==> src/design/lbp_pkg.sv <==
package lbp_pkg;

  localparam int unsigned TickW = 16;
  localparam logic [TickW-1:0] TickMax = '1;

  localparam logic [1:0] CMD_TICK  = 2'd0;
  localparam logic [1:0] CMD_SEL   = 2'd1;
  localparam logic [1:0] CMD_STATE = 2'd2;

  localparam logic [2:0] PAT_OFF    = 3'd0;
  localparam logic [2:0] PAT_SOLID  = 3'd1;
  localparam logic [2:0] PAT_SLOW   = 3'd2;
  localparam logic [2:0] PAT_FAST   = 3'd3;
  localparam logic [2:0] PAT_DOUBLE = 3'd4;
  localparam logic [2:0] PAT_BEAT   = 3'd5;
  localparam logic [2:0] PAT_TRIPLE = 3'd6;
  localparam logic [2:0] PAT_REPAIR = 3'd7;

  localparam logic [2:0] NODE_UNCONFIGURED = 3'd0;
  localparam logic [2:0] NODE_PAIRING      = 3'd1;
  localparam logic [2:0] NODE_CONFIGURED   = 3'd2;
  localparam logic [2:0] NODE_OPERATIONAL  = 3'd3;
  localparam logic [2:0] NODE_ERROR        = 3'd4;
  localparam logic [2:0] NODE_REPAIRING    = 3'd5;

  localparam logic [2:0] REG_ACTIVE_LOW    = 3'd0;
  localparam logic [2:0] REG_SLOW_PERIOD   = 3'd1;
  localparam logic [2:0] REG_FAST_PERIOD   = 3'd2;
  localparam logic [2:0] REG_QUICK_PERIOD  = 3'd3;
  localparam logic [2:0] REG_GROUP_PAUSE   = 3'd4;
  localparam logic [2:0] REG_BEAT_INTERVAL = 3'd5;
  localparam logic [2:0] REG_BEAT_DARK     = 3'd6;
  localparam logic [2:0] REG_REPAIR_PAUSE  = 3'd7;

  localparam logic [2:0] GROUP_END_PAIR   = 3'd4;
  localparam logic [2:0] GROUP_END_TRIPLE = 3'd6;

  typedef struct packed {
    logic             active_low;
    logic [TickW-1:0] slow_period;
    logic [TickW-1:0] fast_period;
    logic [TickW-1:0] quick_period;
    logic [TickW-1:0] group_pause;
    logic [TickW-1:0] beat_interval;
    logic [TickW-1:0] beat_dark;
    logic [TickW-1:0] repair_pause;
  } lbp_cfg_t;

  typedef struct packed {
    logic             lit;
    logic [2:0]       pattern;
    logic [TickW-1:0] elapsed;
    logic [2:0]       phase;
    logic             pausing;
  } lbp_state_t;

  typedef struct packed {
    logic [1:0] cmd;
    logic [2:0] pattern_sel;
    logic [2:0] node_state;
  } lbp_req_t;

endpackage

==> src/design/lbp_step.sv <==
module lbp_step (
  input  lbp_pkg::lbp_cfg_t     cfg,
  input  lbp_pkg::lbp_req_t     req,
  input  lbp_pkg::lbp_state_t   cur,
  input  logic [15:0]           repair_ticks,
  output lbp_pkg::lbp_state_t   nxt
);
  import lbp_pkg::*;

  logic [TickW-1:0] elapsed_inc;
  logic [TickW-1:0] toggle_len;
  logic [TickW-1:0] step_len;
  logic [TickW-1:0] pause_len;
  logic [2:0]       group_end;
  logic [2:0]       phase_inc;
  logic [2:0]       new_pat;
  logic             do_sel;
  lbp_state_t       ticked;

  // node state to pattern, or pattern_sel for a select command
  always_comb begin
    unique case (req.node_state)
      NODE_UNCONFIGURED: new_pat = PAT_SLOW;
      NODE_PAIRING:      new_pat = PAT_FAST;
      NODE_CONFIGURED:   new_pat = PAT_DOUBLE;
      NODE_OPERATIONAL:  new_pat = PAT_BEAT;
      NODE_ERROR:        new_pat = PAT_TRIPLE;
      NODE_REPAIRING:    new_pat = PAT_REPAIR;
      default:           new_pat = PAT_OFF;
    endcase
    if (req.cmd == CMD_SEL) begin
      new_pat = req.pattern_sel;
    end
  end

  assign elapsed_inc = (cur.elapsed != TickMax) ? cur.elapsed + TickW'(1) : cur.elapsed;
  assign phase_inc   = cur.phase + 3'd1;

  always_comb begin
    toggle_len = cfg.slow_period;
    step_len   = cfg.quick_period;
    pause_len  = cfg.group_pause;
    group_end  = GROUP_END_PAIR;
    case (cur.pattern)
      PAT_FAST:   toggle_len = cfg.fast_period;
      PAT_BEAT:   toggle_len = cur.lit ? cfg.beat_interval : cfg.beat_dark;
      PAT_TRIPLE: group_end  = GROUP_END_TRIPLE;
      PAT_REPAIR: begin
        step_len  = repair_ticks;
        pause_len = cfg.repair_pause;
      end
      default: ;
    endcase
  end

  always_comb begin
    ticked = cur;
    ticked.elapsed = elapsed_inc;
    case (cur.pattern) inside
      PAT_SLOW, PAT_FAST, PAT_BEAT: begin
        if (elapsed_inc >= toggle_len) begin
          ticked.elapsed = '0;
          ticked.lit     = ~cur.lit;
        end
      end
      PAT_DOUBLE, PAT_TRIPLE, PAT_REPAIR: begin
        if (cur.pausing) begin
          if (elapsed_inc >= pause_len) begin
            ticked.elapsed = '0;
            ticked.pausing = 1'b0;
            ticked.phase   = '0;
            ticked.lit     = 1'b1;
          end
        end else if (elapsed_inc >= step_len) begin
          ticked.elapsed = '0;
          if (phase_inc >= group_end) begin
            ticked.pausing = 1'b1;
            ticked.phase   = '0;
          end else begin
            ticked.phase = phase_inc;
            ticked.lit   = ~phase_inc[0];
          end
        end
      end
      default: ;
    endcase
  end

  assign do_sel = ((req.cmd == CMD_SEL) || (req.cmd == CMD_STATE)) && (new_pat != cur.pattern);

  always_comb begin
    nxt = cur;
    if (req.cmd == CMD_TICK) begin
      nxt = ticked;
    end else if (do_sel) begin
      nxt.pattern = new_pat;
      nxt.elapsed = '0;
      nxt.phase   = '0;
      nxt.pausing = 1'b0;
      nxt.lit     = (new_pat != PAT_OFF);
    end
  end

endmodule

==> src/design/led_blink_pattern_generator.sv <==
// a request accepted into the request register passes through lbp_step into the result
// register, waiting there while out_ready is low with out_valid set; throughput: one
// request per cycle unless the output stalls, the state update a single pass between the two registers
// reset: synchronous active-high rst clears the pipeline, the led state and
// returns every configuration register to its default
module led_blink_pattern_generator #(
  parameter int unsigned REPAIR_BLINK_TICKS = 150
) (
  input  logic        clk,
  input  logic        rst,
  input  logic        in_valid,
  output logic        in_ready,
  input  logic [1:0]  cmd,
  input  logic [2:0]  pattern_sel,
  input  logic [2:0]  node_state,
  output logic        out_valid,
  input  logic        out_ready,
  output logic        pin_level,
  output logic        led_lit,
  output logic [2:0]  pattern_now,
  input  logic        cfg_we,
  input  logic [2:0]  cfg_index,
  input  logic [15:0] cfg_data
);
  import lbp_pkg::*;

  lbp_cfg_t   cfg;
  lbp_state_t state;
  lbp_state_t state_next;
  lbp_req_t   req;
  logic       req_valid;
  logic       advance;

  assign advance  = req_valid && (!out_valid || out_ready);
  assign in_ready = !req_valid || advance;

  always_ff @(posedge clk) begin
    if (rst) begin
      cfg.active_low    <= 1'b0;
      cfg.slow_period   <= 16'd1000;
      cfg.fast_period   <= 16'd200;
      cfg.quick_period  <= 16'd150;
      cfg.group_pause   <= 16'd1000;
      cfg.beat_interval <= 16'd5000;
      cfg.beat_dark     <= 16'd100;
      cfg.repair_pause  <= 16'd2000;
    end else if (cfg_we) begin
      unique case (cfg_index)
        REG_ACTIVE_LOW:    cfg.active_low    <= cfg_data[0];
        REG_SLOW_PERIOD:   cfg.slow_period   <= cfg_data;
        REG_FAST_PERIOD:   cfg.fast_period   <= cfg_data;
        REG_QUICK_PERIOD:  cfg.quick_period  <= cfg_data;
        REG_GROUP_PAUSE:   cfg.group_pause   <= cfg_data;
        REG_BEAT_INTERVAL: cfg.beat_interval <= cfg_data;
        REG_BEAT_DARK:     cfg.beat_dark     <= cfg_data;
        REG_REPAIR_PAUSE:  cfg.repair_pause  <= cfg_data;
        default: ;
      endcase
    end
  end

  // request register
  always_ff @(posedge clk) begin
    if (rst) begin
      req_valid <= 1'b0;
    end else if (in_ready) begin
      req_valid <= in_valid;
    end
  end

  always_ff @(posedge clk) begin
    if (in_valid && in_ready) begin
      req.cmd         <= cmd;
      req.pattern_sel <= pattern_sel;
      req.node_state  <= node_state;
    end
  end

  lbp_step u_step (
    .cfg          (cfg),
    .req          (req),
    .cur          (state),
    .repair_ticks (16'(REPAIR_BLINK_TICKS)),
    .nxt          (state_next)
  );

  always_ff @(posedge clk) begin
    if (rst) begin
      state <= '0;
    end else if (advance) begin
      state <= state_next;
    end
  end

  // result register
  always_ff @(posedge clk) begin
    if (rst) begin
      out_valid <= 1'b0;
    end else if (advance) begin
      out_valid <= 1'b1;
    end else if (out_ready) begin
      out_valid <= 1'b0;
    end
  end

  always_ff @(posedge clk) begin
    if (advance) begin
      pin_level   <= state_next.lit ^ cfg.active_low;
      led_lit     <= state_next.lit;
      pattern_now <= state_next.pattern;
    end
  end

endmodule
==> config.mk <==
export PLATFORM = sky130hd
export DESIGN_NAME = led_blink_pattern_generator
export DESIGN_NICKNAME = d
export VERILOG_FILES = /design/src/design/lbp_pkg.sv /design/src/design/lbp_step.sv /design/src/design/led_blink_pattern_generator.sv
export SDC_FILE = /design/constraint.sdc
export NUM_CORES = 1
export LEC_CHECK = 0
export BUFFER_PORTS_ARGS = -buffer_cell sky130_fd_sc_hd__buf_2
export CORE_ASPECT_RATIO = 0.75
export CORE_MARGIN = 8
export CORE_UTILIZATION = 45
export CTS_BUF_LIST = sky130_fd_sc_hd__clkbuf_16
export CTS_CLUSTER_DIAMETER = 120
export DETAILED_ROUTE_END_ITERATION = 6
export HOLD_SLACK_MARGIN = 0.15
export PLACE_DENSITY = 0.72
export SLEW_MARGIN = 20
export SYNTH_ARGS = -nofsm -noshare
export SYNTH_HDL_FRONTEND = slang
export SYNTH_SLANG_ARGS = --single-unit
==> constraint.sdc <==
create_clock -name clk -period 3.9 [get_ports clk]
set_input_delay 0.195 -clock clk [delete_from_list [all_inputs] [get_ports clk]]
set_output_delay 0.195 -clock clk [all_outputs]
set_load 0.02 [all_outputs]
# ---- After elaboration in Yosys (flattened, before gate mapping)
# Index checks and enable logic that the tools add are counted.
dict set report word_totals {
  output_inout_bits 7
  reg_bits 152
}
dict set report op_classes {
  n_reduce_logical 27
  eq_ne 26
  bitwise_logic 3
  magnitude_cmp 4
  addsub 2
  mux 29
}
# operator count
set op_table {}
lappend op_table {{$mux 16} 7}
lappend op_table {{$mux 20} 3}
lappend op_table {{$ge 16x16->1} 3}
lappend op_table {{$mux 24} 2}
lappend op_table {{$pmux 16 s2} 1}
lappend op_table {{$eq 3x3->1 const B} 10}
lappend op_table {{$eq 3x2->1 const B} 6}
lappend op_table {{$pmux 3 s6} 1}
lappend op_table {{$reduce_and 2->1} 9}
lappend op_table {{$add 16x1->16 const B} 1}
lappend op_table {{$ne 16x16->1 const B} 1}
lappend op_table {{$mux 1} 10}
lappend op_table {{$mux 4} 2}
lappend op_table {{$eq 3x1->1 const B} 2}
lappend op_table {{$logic_not 3->1} 2}
lappend op_table {{$mux 3} 2}
lappend op_table {{$ne 3x2->1 const B} 2}
lappend op_table {{$reduce_and 6->1} 1}
lappend op_table {{$reduce_or 3->1} 2}
lappend op_table {{$ne 2x2->1 const B} 2}
lappend op_table {{$reduce_and 4->1} 1}
lappend op_table {{$reduce_bool 2->1} 2}
lappend op_table {{$add 3x1->3 const B} 1}
lappend op_table {{$ge 3x3->1} 1}
lappend op_table {{11 further kinds} 17}

# ---- Depth between registers and ports, before layout
dict set report depth {
  ltp_word 10
  depth_mapped 18
  mapped_depth_nobuf 16
}

# ---- By module
# Synthesis repeated with hierarchy kept, for this count alone.
dict set report unflattened {
  hier_cells 960
  hier_area_um2 8225.4
}
# module area_each_um2 cells_each n_inst
set by_module_without_submodules {}
lappend by_module_without_submodules {led_blink_pattern_generator 5516.5 614 1}
lappend by_module_without_submodules {lbp_step 2708.8 346 1}

# ---- Least setup slack after synthesis
# No wires, ideal clock.
dict set report synth_timing {
  path_type {register to register}
  from {reg state[22] in the netlist's numbering}
  to {reg state[8] in the netlist's numbering}
  t_arrival_ns 3.786
  stages_incl_launch_ff 15
  setup_time_ns 0.084
  path_slack_ns 0.030
  path_cell_list {dfxtp_1 clkbuf_1 and3_1 clkbuf_1 clkbuf_1 nand2_1 nand2_1 ha_1 nand2b_4 a2111oi_4 a2111oi_2 o311ai_4 a31oi_4 or4b_4 o31ai_2}
}
dict set report synth_via {
  elab_chain_cells 8
}
# element line_no
set synth_lines {}
lappend synth_lines {{start: declaration} led_blink_pattern_generator.sv:28} ;# lbp_state_t state;
lappend synth_lines {{start signal: assignment} led_blink_pattern_generator.sv:91} ;# state <= state_next;
lappend synth_lines {{$eq 3x3->1} lbp_step.sv:44} ;# case (cur.pattern)
lappend synth_lines {{$mux 16} lbp_step.sv:44}
lappend synth_lines {{$ge 16x16->1, on equally long branches} {lbp_step.sv:74, lbp_step.sv:68}}
lappend synth_lines {{$mux 20, on equally long branches} {lbp_step.sv:74, lbp_step.sv:68}}
lappend synth_lines {{$mux 20} lbp_step.sv:67} ;# if (cur.pausing) begin
lappend synth_lines {{$mux 16 (2 in a row)} lbp_step.sv:59} ;# case (cur.pattern) inside
lappend synth_lines {{$mux 24} lbp_step.sv:93} ;# if (req.cmd == CMD_TICK) begin
# Several ways; a longest one is shown, not always the timed one. The select of a mux whose other input is x is not followed.
# A chain may end at the register's enable or synchronous reset.

# ---- Final worst setup path
dict set report layout_timing {
  from {reg state[7] in the netlist's numbering}
  to {reg state[6] in the netlist's numbering}
}
dict set report layout_via {
  elab_chain_cells 8
}
# element line_no
set layout_lines {}
lappend layout_lines {{$add 16x1->16 / $ne 16x16->1 (equally long branches)} lbp_step.sv:36} ;# assign elapsed_inc = (cur.elapsed != TickMax) ? cur.elapsed + TickW'(1) : cur.elapsed;
lappend layout_lines {{$mux 16 (*)} lbp_step.sv:36}
lappend layout_lines {{$ge 16x16->1, on equally long branches} {lbp_step.sv:74, lbp_step.sv:68}}
lappend layout_lines {{$mux 20, on equally long branches} {lbp_step.sv:74, lbp_step.sv:68}}
lappend layout_lines {{$mux 20} lbp_step.sv:67}
lappend layout_lines {{$mux 16} lbp_step.sv:59}
lappend layout_lines {{$mux 16 (*)} lbp_step.sv:59}
lappend layout_lines {{$mux 24 (*)} lbp_step.sv:93}
# Mark *: on every way between the ends. The rest lies on a longest branch, timed or not. The select of a mux whose other input is x is not followed.

==> metrics.md <==
| Metric | Value |
|---|---|
| Status | `completed` |
| Via count | `7706` |
| Sequential share of power | `44.5%` |
| Vert. Die Dim | `132 um` |
| Pleak | `4.04 nW` |
| Period Utilization, post-route | `99.7%` |
| Clock share of power | `44.8%` |
| CTS tree | `done` |
| Largest family of logic cells by synthesized area | `simple AND/OR/NAND/NOR gates` |
| Worst hold slack | `227 ps` |
| Slew HR | `38.8%` |
| Power Density | `369 nW/um^2` |
| Syn nets | `1084` |
| Hold Path Cell Cnt | `2` |
| Mapped Avg Cell Area | `8.13 um^2` |
| Post-synth top flop | `dfxtp_1` |
| Synth async-reset ratio | `0%` |
| Required time of the critical path | `4270 ps` |
| Largest net degree at the start of global routing | `76` |
| CP max stage delay | `430 ps` |
| First-pass DRT Iterations | `7` |
| CP top delay family | `compound AO/OA/AOI/OAI gates` |
| Synthesis-stage register bit count | `152` |
| Skew-Pair Late Insertion Delay | `430 ps` |
| Share of post-route cells with drive strength above 1 | `18.0%` |
| Crit path launch type | `register` |
| Die W | `171 um` |
| Comb pwr share | `10.7%` |
| Total GRT Usage | `20.7%` |
| Worst Path Buf+Inv | `5` |
| IO buf count | `38` |
| Hold EP | `state[11]` |
| Period minus WS final | `3890 ps` |
| Site Rows | `42` |
| Max Clk Rate | `257 MHz` |
| Synth Area in XOR/XNOR | `1.82%` |
| Syn Inst Count | `999` |
| Hold crit path type | `in -> reg` |
| CTS sink count | `152` |
| Slowest-stage cell, CP | `a2111o_1` |
| First-pass GRT wire length | `37900 um` |
| RSZ-0062 raised after global routing | `yes` |
| Nature of the critical path endpoint | `register` |
| Register area share after synthesis | `39.1%` |
| Cell variety after synth | `73` |
| Final setup viols | `0` |
| Boundary pin count | `39` |
| NumNets Final | `1172` |
| Post-Route WL | `23600 um` |
| Hold path start | `rst` |
| Clock transition at path regs | `60 ps` |
| Yosys warns | `0` |
| Worst-Margin Slew | `916 ps` |
| # H-tree levels | `4` |
| Multiplexer area fraction after synthesis | `5.01%` |
| HPWL after DPL | `16000 um` |
| DRC viols | `0` |
| Final GP Congestion | `0.902` |
| Net Sw Frac | `26.4%` |
| Cell chain of the critical path | `nand4_1, buf_4, nor4_4, and3b_2, buf_12, mux2_4, ha_4, a2111o_1, a311oi_2, a21o_4, buf_6, a31oi_4, buf_6, nor4b_4, buf_4, a22o_1` |
| Netlist Area Pre-Place | `8120 um^2` |
| CTS buffer count | `17` |
| Reg2Reg Depth | `16` |
| Clock Tree Root | `clkbuf_16` |
| Internal | `2.72 mW` |
| Iter 0 DRT Violations | `707` |
| Crit path DAT | `4260 ps` |
| Grt ovf | `0` |
| Initial core utilization | `46.0%` |
| Post-synth EDFFs | `13` |
| Via/cell ratio | `5.74` |
| Simple-Gate Fraction of Synth Area | `23.4%` |
| Compound-Gate Fraction of Synth Area | `19.0%` |
| Post-Synth Adder-Cell Area | `8.17%` |
| Number of diodes | `0` |
| Area growth syn-to-layout | `23.3%` |
| Capturing point of the worst reg2reg path | `state[6]` |
| Clock Path Buffers | `2` |
| Initial antenna violation count | `0` |
| Max Cap Viol | `0` |
| Peak supply drop | `0.000257 V` |
| Count of final hold-check violations | `0` |
| Post-Route Skew | `12.0 ps` |
| Flop2flop setup slack | `10 ps` |
| Worst r2r src | `state[7]` |
| Die area | `22600 um^2` |
| Final Max Slew Viols | `0` |
| Wire per inst | `17.6 um` |
| Number of global-route vias before repair | `7186` |
| Maximum net fanout on the critical path | `5` |
| Antenna-violating nets left | `0` |
| P_sw | `976 uW` |
| CORE AREA | `17700 um^2` |
| Filler Cell Count | `1567` |
| Final Core Density | `56.7%` |
| CP Class | `reg -> reg` |
## worst reg2reg max path, cell delays in order, from the launching register on
cell and delay, ps:
dfxtp_2 340, nand4_1 170, buf_4 190, nor4_4 140
and3b_2 270, buf_12 120, mux2_4 340, ha_4 240
a2111o_1 430, a311oi_2 320, a21o_4 200, buf_6 110
a31oi_4 110, buf_6 160, nor4b_4 350, buf_4 220
a22o_1 140
## area by class of cell
| class | count | area [um^2] | area share, % |
|---|---|---|---|
| sequential | 152 | 3180 | 31.8 |
| inverter | 15 | 56.3 | 0.562 |
| multi-input combinational | 774 | 4920 | 49.1 |
| clock inverter | 15 | 154 | 1.54 |
| clock buffer | 17 | 425 | 4.25 |
| timing repair buffer | 127 | 978 | 9.77 |
| tap | 242 | 303 | 3.02 |
## cells in the mapped netlist (5+ instances only)
| cell type | n | area, um^2 |
|---|---|---|
| o211ai_1 | 5 | 37.5 |
| inv_1 | 10 | 37.5 |
| nand3_1 | 49 | 245 |
| o221ai_1 | 15 | 131 |
| edfxtp_1 | 13 | 390 |
| clkbuf_1 | 47 | 176 |
| xnor2_1 | 7 | 61.3 |
| o22ai_1 | 16 | 100 |
| nand4_1 | 9 | 56.3 |
| dfxtp_1 | 139 | 2780 |
| a2bb2oi_1 | 16 | 140 |
| nand2_1 | 291 | 1090 |
| buf_2 | 6 | 30.0 |
| nand2b_1 | 6 | 37.5 |
| o21a_1 | 5 | 37.5 |
| ha_1 | 53 | 663 |
| o21ai_0 | 12 | 60.1 |
| nor3_1 | 10 | 50.1 |
| mux2_2 | 5 | 56.3 |
| xor2_1 | 8 | 70.1 |
| a21oi_1 | 99 | 495 |
| nor2b_1 | 7 | 43.8 |
| a22o_1 | 10 | 87.6 |
| nor2_1 | 43 | 161 |
| mux2i_1 | 35 | 350 |
## worst max-delay path by stage
stage                   start         to  slack [ps]  depth (start not counted)
global placement    state[10]  pin_level         -20                         15
finish               state[7]   state[6]          10                         16
floorplan           state[22]   state[8]          30                         14
detailed placement  state[10]   state[6]        -130                         14
CTS                  state[4]   state[8]           2                         15
global route         state[7]  state[16]        -120                         17
## state kept, by name (all words and copies together), names as in the netlist
register / flops
cfg: 113
led_lit: 1
out_valid: 1
pattern_now: 3
pin_level: 1
req: 8
req_valid: 1
state: 24
## repair_timing
item	CTS	global route
cloned	0	1
endpoints found under the setup margin	19	22
gates resized for setup	15	40
hold buffers	27	0
pin swaps	16	26
hold endpoints to repair	123	0
setup buffers	10	14
## layout by cell type (no fill, tap or decap), types with 5 or more instances in the layout
cell type and instances:
xnor2_1 5, a22o_1 10, nor2_1 36, clkbuf_16 17
o211ai_1 5, o21a_1 5, nand3_1 47, o21ai_0 10
buf_2 38, nand2_1 290, xor2_1 5, dlygate4sd3_1 27
nor3_1 6, nor2b_1 7, dfxtp_2 7, inv_1 12
o221ai_1 15, a21oi_1 95, o22ai_1 16, buf_4 55
mux2i_1 35, ha_1 49, nor2_2 6, nand2b_1 6
a2bb2oi_1 15, dfxtp_1 132, nand4_1 9, edfxtp_1 13
## per-layer routing
layer / wire, um / vias to the layer above / track usage (%) / share of wire (%)
met4: 316 / 0 / 5.69 / 1.3
met3: 1660 / 30 / 4.91 / 7.0
met5: 0 / - / 0 / 0
met1: 11100 / 3694 / 29.1 / 47
met2: 10500 / 282 / 31.0 / 44
li1: - / 3700 / - / -
## kinds of logic after synthesis
kind of cell,Yosys count
XOR/XNOR,16
AO/OA/AOI/OAI,224
multiplexers,40
buffers and inverters,73
flip-flops,152
AND/OR/NAND/NOR,441
adder cells (fa/ha/maj),53
## metrics by stage
step	area [um^2]	total power, mW	setup slack, ps	TNS, ps	cells
5_1_grt	10000	3.82	-117	-1540	1342
6_report	10000	3.69	11.0	0	1342
2_1_floorplan	8120	1.91	29.6	0	999
3_5_place_dp	8700	2.03	-132	-1590	1258
3_3_place_gp	8700	2.02	-17.3	-17.3	1258
4_1_cts	9690	3.68	1.90	0	1327
## power by group through the flow
stage | clock, mW | sequential, mW | combinational [mW]
floorplan | 0 | 1.68 | 0.227
global placement | 0 | 1.68 | 0.341
detailed placement | 0 | 1.68 | 0.347
CTS | 1.66 | 1.64 | 0.376
global route | 1.74 | 1.65 | 0.431
finish | 1.65 | 1.64 | 0.396
Power figures use the tool's default switching activity.
